### src/hdl/dpt_pkg.sv
// Package for the delivery persistence tracker: phase and command codes,
// table sizing, and the state and result structs. No dependencies.
`default_nettype none

package dpt_pkg;

    // Request table
    localparam int MAX_REQUESTS = 16;
    localparam int CNT_W        = $clog2(MAX_REQUESTS + 1);
    localparam int IDX_W        = (MAX_REQUESTS > 1) ? $clog2(MAX_REQUESTS) : 1;

    // Fixed field widths
    localparam int CMD_W   = 3;
    localparam int RID_W   = 4;
    localparam int PHASE_W = 4;
    localparam int OUTS_W  = 5;

    typedef enum logic [PHASE_W-1:0] {
        PH_CREATING  = 4'd0,
        PH_TRANSIENT = 4'd1,
        PH_NEW       = 4'd2,
        PH_CWN       = 4'd3,
        PH_SAVING    = 4'd4,
        PH_SAVED     = 4'd5,
        PH_UPDATING  = 4'd6,
        PH_CWS       = 4'd7,
        PH_CHANGED   = 4'd8,
        PH_COMPLETE  = 4'd9,
        PH_DELETING  = 4'd10,
        PH_TERMINAL  = 4'd11
    } phase_t;

    typedef enum logic [CMD_W-1:0] {
        CMD_ROUTE     = 3'd0,
        CMD_DISPATCH  = 3'd1,
        CMD_COMPLETE  = 3'd2,
        CMD_FRONT     = 3'd3,
        CMD_PERSISTED = 3'd4,
        CMD_RECONNECT = 3'd5
    } cmd_t;

    typedef struct packed {
        phase_t                  phase;
        logic [CNT_W-1:0]        total;
        logic [CNT_W-1:0]        completed;
        logic [MAX_REQUESTS-1:0] pending;
        logic                    safe;
        logic                    has_manager;
    } dpt_state_t;

    typedef struct packed {
        logic                    error;
        logic [OUTS_W-1:0]       outstanding;
        logic                    release_slip;
        logic                    safe;
        logic                    remove_start;
        logic                    update_start;
        logic                    store_start;
        logic                    queue_done;
        logic                    enqueue_persist;
        logic                    request_recorded;
        logic [RID_W-1:0]        new_request_id;
        phase_t                  slip_state;
    } dpt_result_t;

endpackage

`default_nettype wire

### src/hdl/delivery_persistence_tracker.sv
// Delivery persistence tracker: top level with stream ports, tracker state
// and result register. Depends on dpt_pkg and dpt_step.
//
// An accepted request's result is registered and appears on m_axis in the next cycle.
// Throughput: one request per cycle; s_axis_tready stays high while the
//   result register is empty or being drained in the same cycle.
// Reset (rst_n low, async): phase creating, counters and pending map clear,
//   safe and manager flags clear, persistence_present 0, no result pending.
`default_nettype none

module delivery_persistence_tracker
    import dpt_pkg::*;
(
    input  wire  logic        clk,
    input  wire  logic        rst_n,

    // Configuration: persistence_present
    input  wire  logic        cfg_wr_en,
    input  wire  logic        cfg_wr_data,

    // Request stream
    input  wire  logic        s_axis_tvalid,
    output logic              s_axis_tready,
    // [0] chan_reliable, [1] event_reliable_valid, [2] event_reliable_value,
    // [3] supplier_shut_down, [7:4] done_id
    input  wire  logic [7:0]  s_axis_tdata,
    // [2:0] command
    input  wire  logic [2:0]  s_axis_tuser,

    // Result stream
    output logic              m_axis_tvalid,
    input  wire  logic        m_axis_tready,
    // [3:0] slip_state, [7:4] new_request_id, [8] request_recorded,
    // [9] enqueue_persist, [10] queue_done, [11] store_start,
    // [12] update_start, [13] remove_start, [14] safe, [15] release_slip,
    // [20:16] outstanding, [21] error, [23:22] zero
    output logic [23:0]       m_axis_tdata
);

    logic        persist_reg;
    dpt_state_t  state_reg;
    dpt_state_t  state_next;
    dpt_result_t step_res;
    dpt_result_t res_reg;
    logic        m_valid_reg;
    logic        accept;

    // Result register frees up when it is empty or drained this cycle.
    assign s_axis_tready = !m_valid_reg || m_axis_tready;
    assign accept        = s_axis_tvalid && s_axis_tready;

    dpt_step u_step (
        .cur                  (state_reg),
        .command              (s_axis_tuser),
        .chan_reliable        (s_axis_tdata[0]),
        .event_reliable_valid (s_axis_tdata[1]),
        .event_reliable_value (s_axis_tdata[2]),
        .supplier_shut_down   (s_axis_tdata[3]),
        .done_id              (s_axis_tdata[7:4]),
        .persistence_present  (persist_reg),
        .nxt                  (state_next),
        .res                  (step_res)
    );

    // Configuration register
    always_ff @(posedge clk or negedge rst_n)
    begin
        if (!rst_n)
            persist_reg <= 1'b0;
        else if (cfg_wr_en)
            persist_reg <= cfg_wr_data;
    end

    // Tracker state advances on every accepted request
    always_ff @(posedge clk or negedge rst_n)
    begin
        if (!rst_n)
        begin
            state_reg.phase       <= PH_CREATING;
            state_reg.total       <= '0;
            state_reg.completed   <= '0;
            state_reg.pending     <= '0;
            state_reg.safe        <= 1'b0;
            state_reg.has_manager <= 1'b0;
        end
        else if (accept)
        begin
            state_reg <= state_next;
        end
    end

    // Output valid
    always_ff @(posedge clk or negedge rst_n)
    begin
        if (!rst_n)
            m_valid_reg <= 1'b0;
        else if (accept)
            m_valid_reg <= 1'b1;
        else if (m_axis_tready)
            m_valid_reg <= 1'b0;
    end

    // Result payload, no reset needed
    always_ff @(posedge clk)
    begin
        if (accept)
            res_reg <= step_res;
    end

    assign m_axis_tvalid = m_valid_reg;
    assign m_axis_tdata  = {2'b00, res_reg};

endmodule

`default_nettype wire

### src/hdl/dpt_step.sv
// Next-state and result logic for one tracker request.
// Depends on dpt_pkg.
`default_nettype none

module dpt_step
    import dpt_pkg::*;
(
    input  wire  dpt_state_t         cur,
    input  wire  logic [CMD_W-1:0]   command,
    input  wire  logic               chan_reliable,
    input  wire  logic               event_reliable_valid,
    input  wire  logic               event_reliable_value,
    input  wire  logic               supplier_shut_down,
    input  wire  logic [RID_W-1:0]   done_id,
    input  wire  logic               persistence_present,
    output dpt_state_t               nxt,
    output dpt_result_t              res
);

    logic                 full;
    logic                 rid_ok;
    logic [CNT_W-1:0]     total_inc;
    logic [CNT_W-1:0]     comp_inc;
    logic [IDX_W-1:0]     rec_idx;
    logic [IDX_W-1:0]     rid_idx;

    assign full      = 32'(cur.total) >= 32'(MAX_REQUESTS);
    assign total_inc = cur.total + CNT_W'(1);
    assign comp_inc  = cur.completed + CNT_W'(1);
    assign rec_idx   = cur.total[IDX_W-1:0];
    assign rid_idx   = IDX_W'(done_id);
    assign rid_ok    = (32'(done_id) < 32'(cur.total))
                    && (32'(done_id) < 32'(MAX_REQUESTS))
                    && cur.pending[rid_idx];

    always_comb
    begin
        nxt = cur;
        res = '0;

        unique case (cmd_t'(command))
            CMD_ROUTE:
            begin
                if (full)
                begin
                    res.error = 1'b1;
                end
                else
                begin
                    nxt.pending[rec_idx]   = 1'b1;
                    nxt.total              = total_inc;
                    res.new_request_id     = RID_W'(cur.total);
                    res.request_recorded   = 1'b1;
                    if (cur.phase == PH_CREATING)
                    begin
                        if (!chan_reliable || !persistence_present ||
                            (event_reliable_valid && !event_reliable_value))
                        begin
                            // transient path
                            nxt.safe = 1'b1;
                            if (cur.completed == total_inc)
                            begin
                                nxt.phase        = PH_TERMINAL;
                                res.release_slip = 1'b1;
                            end
                            else
                            begin
                                nxt.phase = PH_TRANSIENT;
                            end
                        end
                        else
                        begin
                            nxt.phase           = PH_NEW;
                            res.enqueue_persist = 1'b1;
                        end
                    end
                end
            end

            CMD_DISPATCH:
            begin
                if (cur.phase == PH_CREATING)
                begin
                    res.error = 1'b1;
                end
                else if (!supplier_shut_down)
                begin
                    if (full)
                    begin
                        res.error = 1'b1;
                    end
                    else
                    begin
                        nxt.pending[rec_idx] = 1'b1;
                        nxt.total            = total_inc;
                        res.new_request_id   = RID_W'(cur.total);
                        res.request_recorded = 1'b1;
                    end
                end
            end

            CMD_COMPLETE:
            begin
                if (!(cur.phase == PH_TRANSIENT || cur.phase == PH_NEW ||
                      cur.phase == PH_SAVING || cur.phase == PH_UPDATING ||
                      cur.phase == PH_SAVED || cur.phase == PH_CWS ||
                      cur.phase == PH_CHANGED) || !rid_ok)
                begin
                    res.error = 1'b1;
                end
                else
                begin
                    nxt.pending[rid_idx] = 1'b0;
                    nxt.completed        = comp_inc;
                    unique case (cur.phase)
                        PH_TRANSIENT:
                        begin
                            if (comp_inc == cur.total)
                            begin
                                nxt.phase        = PH_TERMINAL;
                                res.release_slip = 1'b1;
                            end
                        end
                        PH_NEW:
                        begin
                            if (comp_inc == cur.total)
                            begin
                                nxt.phase = PH_CWN;
                                nxt.safe  = 1'b1;
                            end
                        end
                        PH_SAVING, PH_UPDATING:
                        begin
                            nxt.phase = PH_CWS;
                        end
                        PH_SAVED:
                        begin
                            nxt.phase = (comp_inc == cur.total) ? PH_COMPLETE
                                                                : PH_CHANGED;
                            res.enqueue_persist = 1'b1;
                        end
                        PH_CHANGED:
                        begin
                            if (comp_inc == cur.total)
                                nxt.phase = PH_COMPLETE;
                        end
                        default:
                        begin
                            nxt.phase = cur.phase;
                        end
                    endcase
                end
            end

            CMD_FRONT:
            begin
                unique case (cur.phase)
                    PH_NEW:
                    begin
                        if (cur.has_manager || persistence_present)
                        begin
                            nxt.has_manager = 1'b1;
                            nxt.phase       = PH_SAVING;
                            res.store_start = 1'b1;
                        end
                        else
                        begin
                            // no store: fall back to transient
                            res.queue_done = 1'b1;
                            nxt.safe       = 1'b1;
                            if (cur.completed == cur.total)
                            begin
                                nxt.phase        = PH_TERMINAL;
                                res.release_slip = 1'b1;
                            end
                            else
                            begin
                                nxt.phase = PH_TRANSIENT;
                            end
                        end
                    end
                    PH_CWN:
                    begin
                        res.queue_done   = 1'b1;
                        nxt.phase        = PH_TERMINAL;
                        res.release_slip = 1'b1;
                    end
                    PH_CHANGED:
                    begin
                        nxt.phase        = PH_UPDATING;
                        res.update_start = 1'b1;
                    end
                    PH_COMPLETE:
                    begin
                        nxt.phase        = PH_DELETING;
                        res.remove_start = 1'b1;
                    end
                    default:
                    begin
                        res.error = 1'b1;
                    end
                endcase
            end

            CMD_PERSISTED:
            begin
                unique case (cur.phase)
                    PH_SAVING, PH_UPDATING:
                    begin
                        nxt.phase      = PH_SAVED;
                        nxt.safe       = 1'b1;
                        res.queue_done = 1'b1;
                    end
                    PH_CWS:
                    begin
                        nxt.phase = (cur.completed == cur.total) ? PH_COMPLETE
                                                                 : PH_CHANGED;
                        res.enqueue_persist = 1'b1;
                        nxt.safe            = 1'b1;
                        res.queue_done      = 1'b1;
                    end
                    PH_DELETING:
                    begin
                        nxt.phase        = PH_TERMINAL;
                        res.release_slip = 1'b1;
                        nxt.safe         = 1'b1;
                        res.queue_done   = 1'b1;
                    end
                    default:
                    begin
                        res.error = 1'b1;
                    end
                endcase
            end

            CMD_RECONNECT:
            begin
                nxt.phase = PH_SAVED;
            end

            default:
            begin
                res.error = 1'b1;
            end
        endcase

        res.slip_state  = nxt.phase;
        res.safe        = nxt.safe;
        res.outstanding = OUTS_W'(nxt.total - nxt.completed);
    end

endmodule

`default_nettype wire
### config.mk
export PLATFORM = sky130hd
export DESIGN_NAME = delivery_persistence_tracker
export DESIGN_NICKNAME = d
export VERILOG_FILES = /design/src/hdl/dpt_pkg.sv /design/src/hdl/delivery_persistence_tracker.sv /design/src/hdl/dpt_step.sv
export SDC_FILE = /design/constraint.sdc
export NUM_CORES = 1
export LEC_CHECK = 0
export ABC_CLOCK_PERIOD_IN_PS = 3180
export BUFFER_PORTS_ARGS = -buffer_cell sky130_fd_sc_hd__buf_2
export CORE_MARGIN = 8
export CORE_UTILIZATION = 54
export CTS_CLUSTER_DIAMETER = 30
export CTS_CLUSTER_SIZE = 16
export DETAILED_ROUTE_END_ITERATION = 7
export HOLD_SLACK_MARGIN = 0.06
export PLACE_DENSITY = 0.88
export SYNTH_ARGS = -nofsm -noshare
export SYNTH_HDL_FRONTEND = slang
export SYNTH_SLANG_ARGS = --single-unit
### constraint.sdc
create_clock -name clk -period 3.18 [get_ports clk]
set_input_delay 0.477 -clock clk [delete_from_list [all_inputs] [get_ports clk]]
set_output_delay 0.477 -clock clk [all_outputs]
set_load 0.05 [all_outputs]
==> results by group, run 1 <==
STA
  • Tmin final: 3114 ps
  • Worst Tran Pin Value: 847.3 ps
  • RSZ-0062 raised after global routing: yes
  • Clock Skews: 6.087 ps
  • Final setup viols: 0
  • Hold Vio Cnt, Final: 0
  • Fin worst setup slack: 65.94 ps
  • Pins Over Slew Limit: 0
  • Final Cycle Share: 97.93%
  • Slew headroom: 43.52%
  • Hold WS: 253.0 ps
  • FMAX: 0.3211 GHz

Yosys
  • Syn avg cell area: 9.335 sq um
  • Sequential element share of the synthesized area: 38.46%
  • Synth Instances: 421
  • Post-synth top flop: dfrtp_1
  • Post-synth cell types: 73
  • Mapped Area: 3930 sq um
  • EDFF count, synth: 22
  • Ys async rst share: 60.71%
  • Yosys warns: 0
  • Register bit total from synthesis: 56

Worst setup path
  • CP most frequent cell: xnor2_1
  • Worst flop-to-flop path startpoint: state_reg[24]$_DFFE_PN0P_
  • Arr. time, crit path: 3190 ps
  • Critical Path Source Type: flip-flop
  • Worst Setup SP: state_reg[24]$_DFFE_PN0P_
  • Crit-path max FO: 5
  • CP Class: reg -> reg
  • Required time worst endpoint: 3250 ps
  • Slowest stage cell on the critical path: dfrtp_1
  • R2R depth: 15
  • Setup crit end kind: flip-flop
  • Slowest cell delay on critical path: 400 ps
  • Worst-path cell chain: inv_2, ha_4, o21ai_2, o21ai_1, o211ai_1, nand4_4, xnor2_2, ha_2, fa_2, inv_1, a21o_1, a21oi_2, xor2_1, xnor2_1, xnor2_1

Power
  • Net Sw Frac: 37.25%
  • Leakage power: 1.936 nW
  • Total power: 0.001923 W
  • Combinational share of power: 35.1%
  • Sequential Power Share: 44.8%
  • Psw: 0.0007161 W
  • Clock Power Share: 20.2%
  • Maximum vdd drop: 0.0001899 V
  • Power Dens Cells: 412.6 nW/um^2
  • Int Power: 0.001206 W

Detailed routing
  • Antenna Nets Post-Route: 0
  • Drt via density: 6.440
  • Vias: 3793
  • First-pass iteration count of the detailed router: 8
  • DR iter-0 viols: 368
  • WL/cell: 20.34 um
  • Final wirelength: 11.98 mm
  • Drt drc: 0

Finish
  • Fillcell total: 620
  • Ratio of cells with drive above 1 in the final layout: 27.96%
  • Final net count: 520
  • Area delta synth->final: 18.56%
  • Final Cell Area: 4659 sq um
  • Ant diodes: 0
  • Max reg flops: 32

Global route
  • First-pass GRT wire length: 18.56 mm
  • Total track usage: 23.02%
  • Number of global-route vias before repair: 3628
  • Total global routing overflow: 0
  • Largest net degree at the start of global routing: 35
  • Antenna violations before repair: 0

Clocking
  • Num CTS Buffers: 5
  • Clock sinks: 56
  • Clk slew on worst S/H paths: 100 ps
  • Hold_buf cts: 0
  • Root Buffer: clkbuf_8
  • Clock Path Buffers: 2
  • CTS H-tree depth: 2
  • CTS tree: built
  • Clk_lat worst skew: 310 ps

Place
  • Pre-CTS WS: -330.1 ps
  • HPWL Detailed: 8.606 mm
  • DP Area: 4417 sq um
  • Final GP Congestion: 0.9648
  • IO buf count: 40

Floorplan
  • Area of the die: 10260 sq um
  • Core Box Area: 7137 sq um
  • Starting density of the core: 55.07%
  • Chip height: 101.3 um
  • # IOs: 43
  • Row count: 31
  • Die Width: 101.3 um

Hold path
  • HP Class: in -> async

Run
  • Max Cap Viol: 0

Run status
  • Status: finished clean
-- power groups by stage --
stage	sequential (W)	combinational, W	clock, W
floorplan	0.000925	0.000382	0
global placement	0.000869	0.000642	0
detailed placement	0.000872	0.000642	0
CTS	0.000857	0.000646	0.000396
global route	0.000868	0.000721	0.000416
finish	0.000861	0.000675	0.000387
-- critical path: cells and delay by family (launching register included) --
kind | cells | cell delay (ps)
AOI/OAI and AO/OA | 5 | 520
xor gates and xnor gates | 4 | 760
adders and majority gates | 3 | 810
buffers and inverters | 2 | 180
DFF | 1 | 400
and+or+nand+nor | 1 | 200
-- area by class of cell --
class	count	area (sq um)	area share, %
clock inverters	1	5.005	0.1074
multi-input cells	314	2268	48.68
clock buffers	7	76.32	1.638
flip-flops and latches	56	1514	32.49
inverters	20	75.07	1.611
well taps	99	123.9	2.658
repair buffers	92	596.8	12.81
-- cell usage in the layout, fill, tap and decap left out, types with 7 or more instances in the layout --
cell / n
o21ai_0: 23
buf_4: 51
buf_2: 39
nor2_1: 32
nand4_1: 7
dfrtp_1: 32
xor2_1: 9
edfxtp_1: 22
a21oi_1: 17
inv_1: 17
xnor2_1: 16
nor2b_1: 7
nor3_1: 15
ha_1: 11
nand2_1: 28
a31oi_1: 20
nand3_1: 14
-- cell usage after synthesis (all sizes together) (5+ instances only) --
| master | n | share of area, % |
|---|---|---|
| dfrtp | 34 | 22 |
| nor2 | 33 | 3.2 |
| nand2 | 31 | 3.0 |
| o21ai | 26 | 3.3 |
| edfxtp | 22 | 17 |
| a31oi | 21 | 3.3 |
| inv | 20 | 1.9 |
| a21oi | 18 | 2.3 |
| clkbuf | 18 | 1.7 |
| xnor2 | 17 | 3.8 |
| nand3 | 16 | 2.3 |
| nor3 | 16 | 2.3 |
| buf | 14 | 2.5 |
| ha | 13 | 4.1 |
| xor2 | 10 | 2.2 |
| nand4 | 8 | 1.4 |
| nor2b | 7 | 1.1 |
| a32o | 6 | 1.5 |
| and3 | 6 | 0.96 |
| o211ai | 5 | 0.96 |
-- what timing repair did --
| item | in CTS | in global routing |
|---|---|---|
| setup buffers | 0 | 10 |
| setup endpoints to repair | 1 | 1 |
| pin swaps | 1 | 10 |
| gates resized for setup | 1 | 21 |
-- final timing paths --
path | to | slack (ps)
min in group clk | m_axis_tvalid$_DFFE_PN0P_ | 370
worst min register to register | state_reg[2]$_DFFE_PN0P_ | 510
worst max register to register | m_axis_tdata[20]$_DFFE_PP_ | 70
worst min-delay path | state_reg[22]$_DFFE_PN0P_ | 250
worst max-delay path | m_axis_tdata[20]$_DFFE_PP_ | 70
max in group asynchronous | state_reg[31]$_DFFE_PN0P_ | 2330
-- logic make-up after synthesis --
kind of cell    synth area share [%]
compound gates                 21.11
xor+xnor                       6.017
fa+ha+maj                      4.648
buf+inv                        6.112
flops                          38.46
mux                            3.725
other cells                  0.09542
simple gates                   19.84
-- metal layers --
layer	wire length [um]	vias to the layer above	track usage [%]	share of wire (%)
met5	0	-	0	0
met4	488	0	11.80	4.1
met3	979	51	4.536	8.2
met2	5634	226	37.30	47
met1	4876	1809	28.49	41
li1	-	1707	-	-
-- through the flow --
| step | setup TNS [ps] | utilization [%] | cells |
|---|---|---|---|
| 2_1_floorplan | -70.45 | - | 422 |
| 6_report | 0 | 65.29 | 589 |
| 5_1_grt | -42.36 | 65.29 | 589 |
| 4_1_cts | 0 | 63.10 | 579 |
| 3_5_place_dp | -330.1 | 61.89 | 571 |
| 3_3_place_gp | -144.3 | 61.89 | 571 |
Power figures use the tool's default switching activity.
==> inputs of run 2 (changes only) <==
Settings changed: ABC_AREA set to 1.
==> results by group, run 2 <==
Yosys
  • Mux cell area share after synthesis: 0%
  • EDFF count, synth: 22
  • Top cells by area, synth: dfrtp_1 (21%), nand2_1 (16%), edfxtp_1 (16%)
  • Largest family of logic cells by synthesized area: simple AND/OR/NAND/NOR gates
  • Top cell type by total area after synthesis: dfrtp_1
  • Synth Instances: 586
  • Mapped Area: 4088 sq um
  • Post-synth top flop: dfrtp_1
  • Register bit total from synthesis: 56
  • Post-Synth XOR/XNOR Area: 2.326%
  • Post-synth cell types: 43
  • Syn avg cell area: 6.976 sq um
  • Most instantiated cells after synthesis: nand2_1 (177), inv_1 (78), nor2_1 (55), o21ai_0 (51), dfrtp_1 (34)
  • Sequential element share of the synthesized area: 36.98%
  • Complex-gate fraction of the synthesized area: 15.21%
  • Adder-Cell Fraction of Synth Area: 4.469%
  • Simple-Gate Fraction of Synth Area: 30.79%
  • Post-synth top area share: 20.81%
  • Most frequent cell after synthesis: nand2_1
  • Ys async rst share: 60.71%
  • Yosys warns: 0

Global route
  • Largest net degree at the start of global routing: 42
  • First-pass GRT wire length: 19.22 mm
  • Total global routing overflow: 0
  • Number of global-route vias before repair: 4047
  • Total track usage: 22.91%
  • Antenna violations before repair: 0

Hold path
  • HP Class: in -> async

Worst setup path
  • CP Class: reg -> reg
  • Required time worst endpoint: 3260 ps
  • Worst Path Buf+Inv: 2
  • Crit-path max FO: 8
  • Slowest cell delay on critical path: 510 ps
  • Worst-path cell chain: nor2_4, nand2_1, nand4_2, nand2_2, nor2_2, nand2_2, nor2_4, buf_6, nand2_1, nand2_1, nand2_1, ha_4, a21oi_2, o21ai_2, xor2_1, inv_1, xor2_2
  • Setup crit end kind: flip-flop
  • Critical Path Source Type: flip-flop
  • CP delay by family, top: simple AND/OR/NAND/NOR gates
  • CP most frequent cell: nand2_1
  • Slowest stage cell on the critical path: dfrtp_1
  • Arr. time, crit path: 3080 ps

Floorplan
  • Core Box Area: 7292 sq um
  • Starting density of the core: 56.06%
  • Chip height: 103.0 um
  • Row count: 31
  • Die Width: 103.0 um
  • Area of the die: 10610 sq um
  • # IOs: 43

STA
  • RSZ-0062 raised after global routing: no
  • Slew headroom: 42.56%
  • Final Cycle Share: 94.32%
  • Worst Tran Pin Value: 861.7 ps
  • Hold Vio Cnt, Final: 0
  • Tmin final: 2999 ps
  • Pins Over Slew Limit: 0
  • FMAX: 0.3334 GHz
  • Clock Skews: 7.040 ps
  • Final setup viols: 0

Finish
  • Commonest cells after routing, fill and taps aside: nand2_1 (177), inv_1 (78), nor2_1 (54), o21ai_0 (49), buf_2 (40)
  • Area delta synth->final: 16.80%
  • Final net count: 690
  • Ratio of cells with drive above 1 in the final layout: 19.39%
  • Most common library cell in the layout ignoring fill and taps: nand2_1
  • Finished Layout Cells: 759
  • Layout Utilization: 65.48%
  • Max reg flops: 32
  • Ant diodes: 0

Place
  • DP Cell Count: 751
  • HPWL Detailed: 9.073 mm
  • IO buf count: 40
  • Final GP Congestion: 0.9802

Run
  • Max Cap Viol: 0

Detailed routing
  • Vias: 4231
  • First-pass iteration count of the detailed router: 5
  • WL/cell: 15.60 um
  • Drt via density: 5.574
  • DR iter-0 viols: 354
  • Final wirelength: 11.84 mm
  • Antenna Nets Post-Route: 0
  • Drt drc: 0

Clocking
  • Root Buffer: clkbuf_8
  • Clk_lat worst skew: 320 ps
  • Clock sinks: 56
  • Num CTS Buffers: 5
  • Clock Path Buffers: 2
  • Post-CTS Setup Bufs: 0
  • CTS H-tree depth: 2
  • Clk slew on worst S/H paths: 110 ps
  • Hold_buf cts: 0
  • CTS tree: built

Power
  • Leakage power: 2.323 nW
  • Maximum vdd drop: 0.0005457 V
  • Power Dens Cells: 658.5 nW/um^2

Run status
  • Status: finished clean
==> run 2: kinds of logic after synthesis <==
logic type,Yosys count
AO/OA/AOI/OAI,111
XOR/XNOR,10
adder cells (fa/ha/maj),14
buffers and inverters,99
flip-flops,56
other,1
AND/OR/NAND/NOR,295
==> run 2: worst reg2reg max path, delay by kind of cell (launching register included) <==
kind / cells / cell delay [ps]
adder cells (fa/ha/maj): 1 / 270
buffers and inverters: 2 / 240
XOR/XNOR: 2 / 320
AND/OR/NAND/NOR: 10 / 1150
AO/OA/AOI/OAI: 2 / 260
flip-flops: 1 / 510
==> run 2: final timing paths <==
path | start | endpoint | slack, ps | cells past startpoint
min reg2reg | state_reg[0]$_DFFE_PN0P_ | state_reg[0]$_DFFE_PN0P_ | 480 | 2
max | state_reg[30]$_DFFE_PN0P_ | m_axis_tdata[20]$_DFFE_PP_ | 180 | 17
max reg2reg | state_reg[30]$_DFFE_PN0P_ | m_axis_tdata[20]$_DFFE_PP_ | 180 | 17
min in group clk | cfg_wr_en | persist_reg$_DFFE_PN0P_ | 360 | 2
max in group asynchronous | rst_n | state_reg[29]$_DFFE_PN0P_ | 2330 | 1
min | rst_n | state_reg[24]$_DFFE_PN0P_ | 260 | 1
==> run 2: layer usage <==
layer  vias up  routed length [um]  global-route usage, %
li1       2042                   -                      -
met1      1972                5248                  30.66
met3        14                 992                  3.444
met4         0                 122                  6.674
met2       203                5479                  37.32
met5         -                   0                      0
==> run 2: area by class of cell <==
cell class	instances	area [sq um]
clock buffers	5	68.82
clock inverters	3	18.77
fillers	675	2517
inverters	84	320.3
multi-input cells	432	2211
flip-flops and latches	56	1515
well taps	99	123.9
repair buffers	80	516.7
==> run 2: stage by stage <==
step | TNS, ps | total power (W) | setup WS (ps) | cell area, sq um | hold slack (ps)
after detailed placement | -232.9 | 0.002674 | -232.9 | 4641 | 466.9
after floorplan | 0 | 0.002199 | 11.45 | 4098 | 181.4
final | 0 | 0.003144 | 180.7 | 4775 | 261.0
after CTS | 0 | 0.003085 | 45.07 | 4730 | 283.1
after global placement | -67.68 | 0.002627 | -67.68 | 4641 | 437.8
after global routing | 0 | 0.003374 | 9.943 | 4775 | 312.9
==> run 2: where the power goes <==
group	switching (W)	internal, W	total (W)
combinational	0.00108	0.000578	0.00166
clock	0.000248	0.000153	0.000401
sequential	0.000142	0.000946	0.00109
==> run 2: timing repair <==
| item | in CTS | in global routing |
|---|---|---|
| pin swaps | 0 | 1 |
| endpoints found under the hold margin | 0 | 0 |
| gates resized for setup | 3 | 11 |
| endpoints found under the setup margin | 1 | 1 |
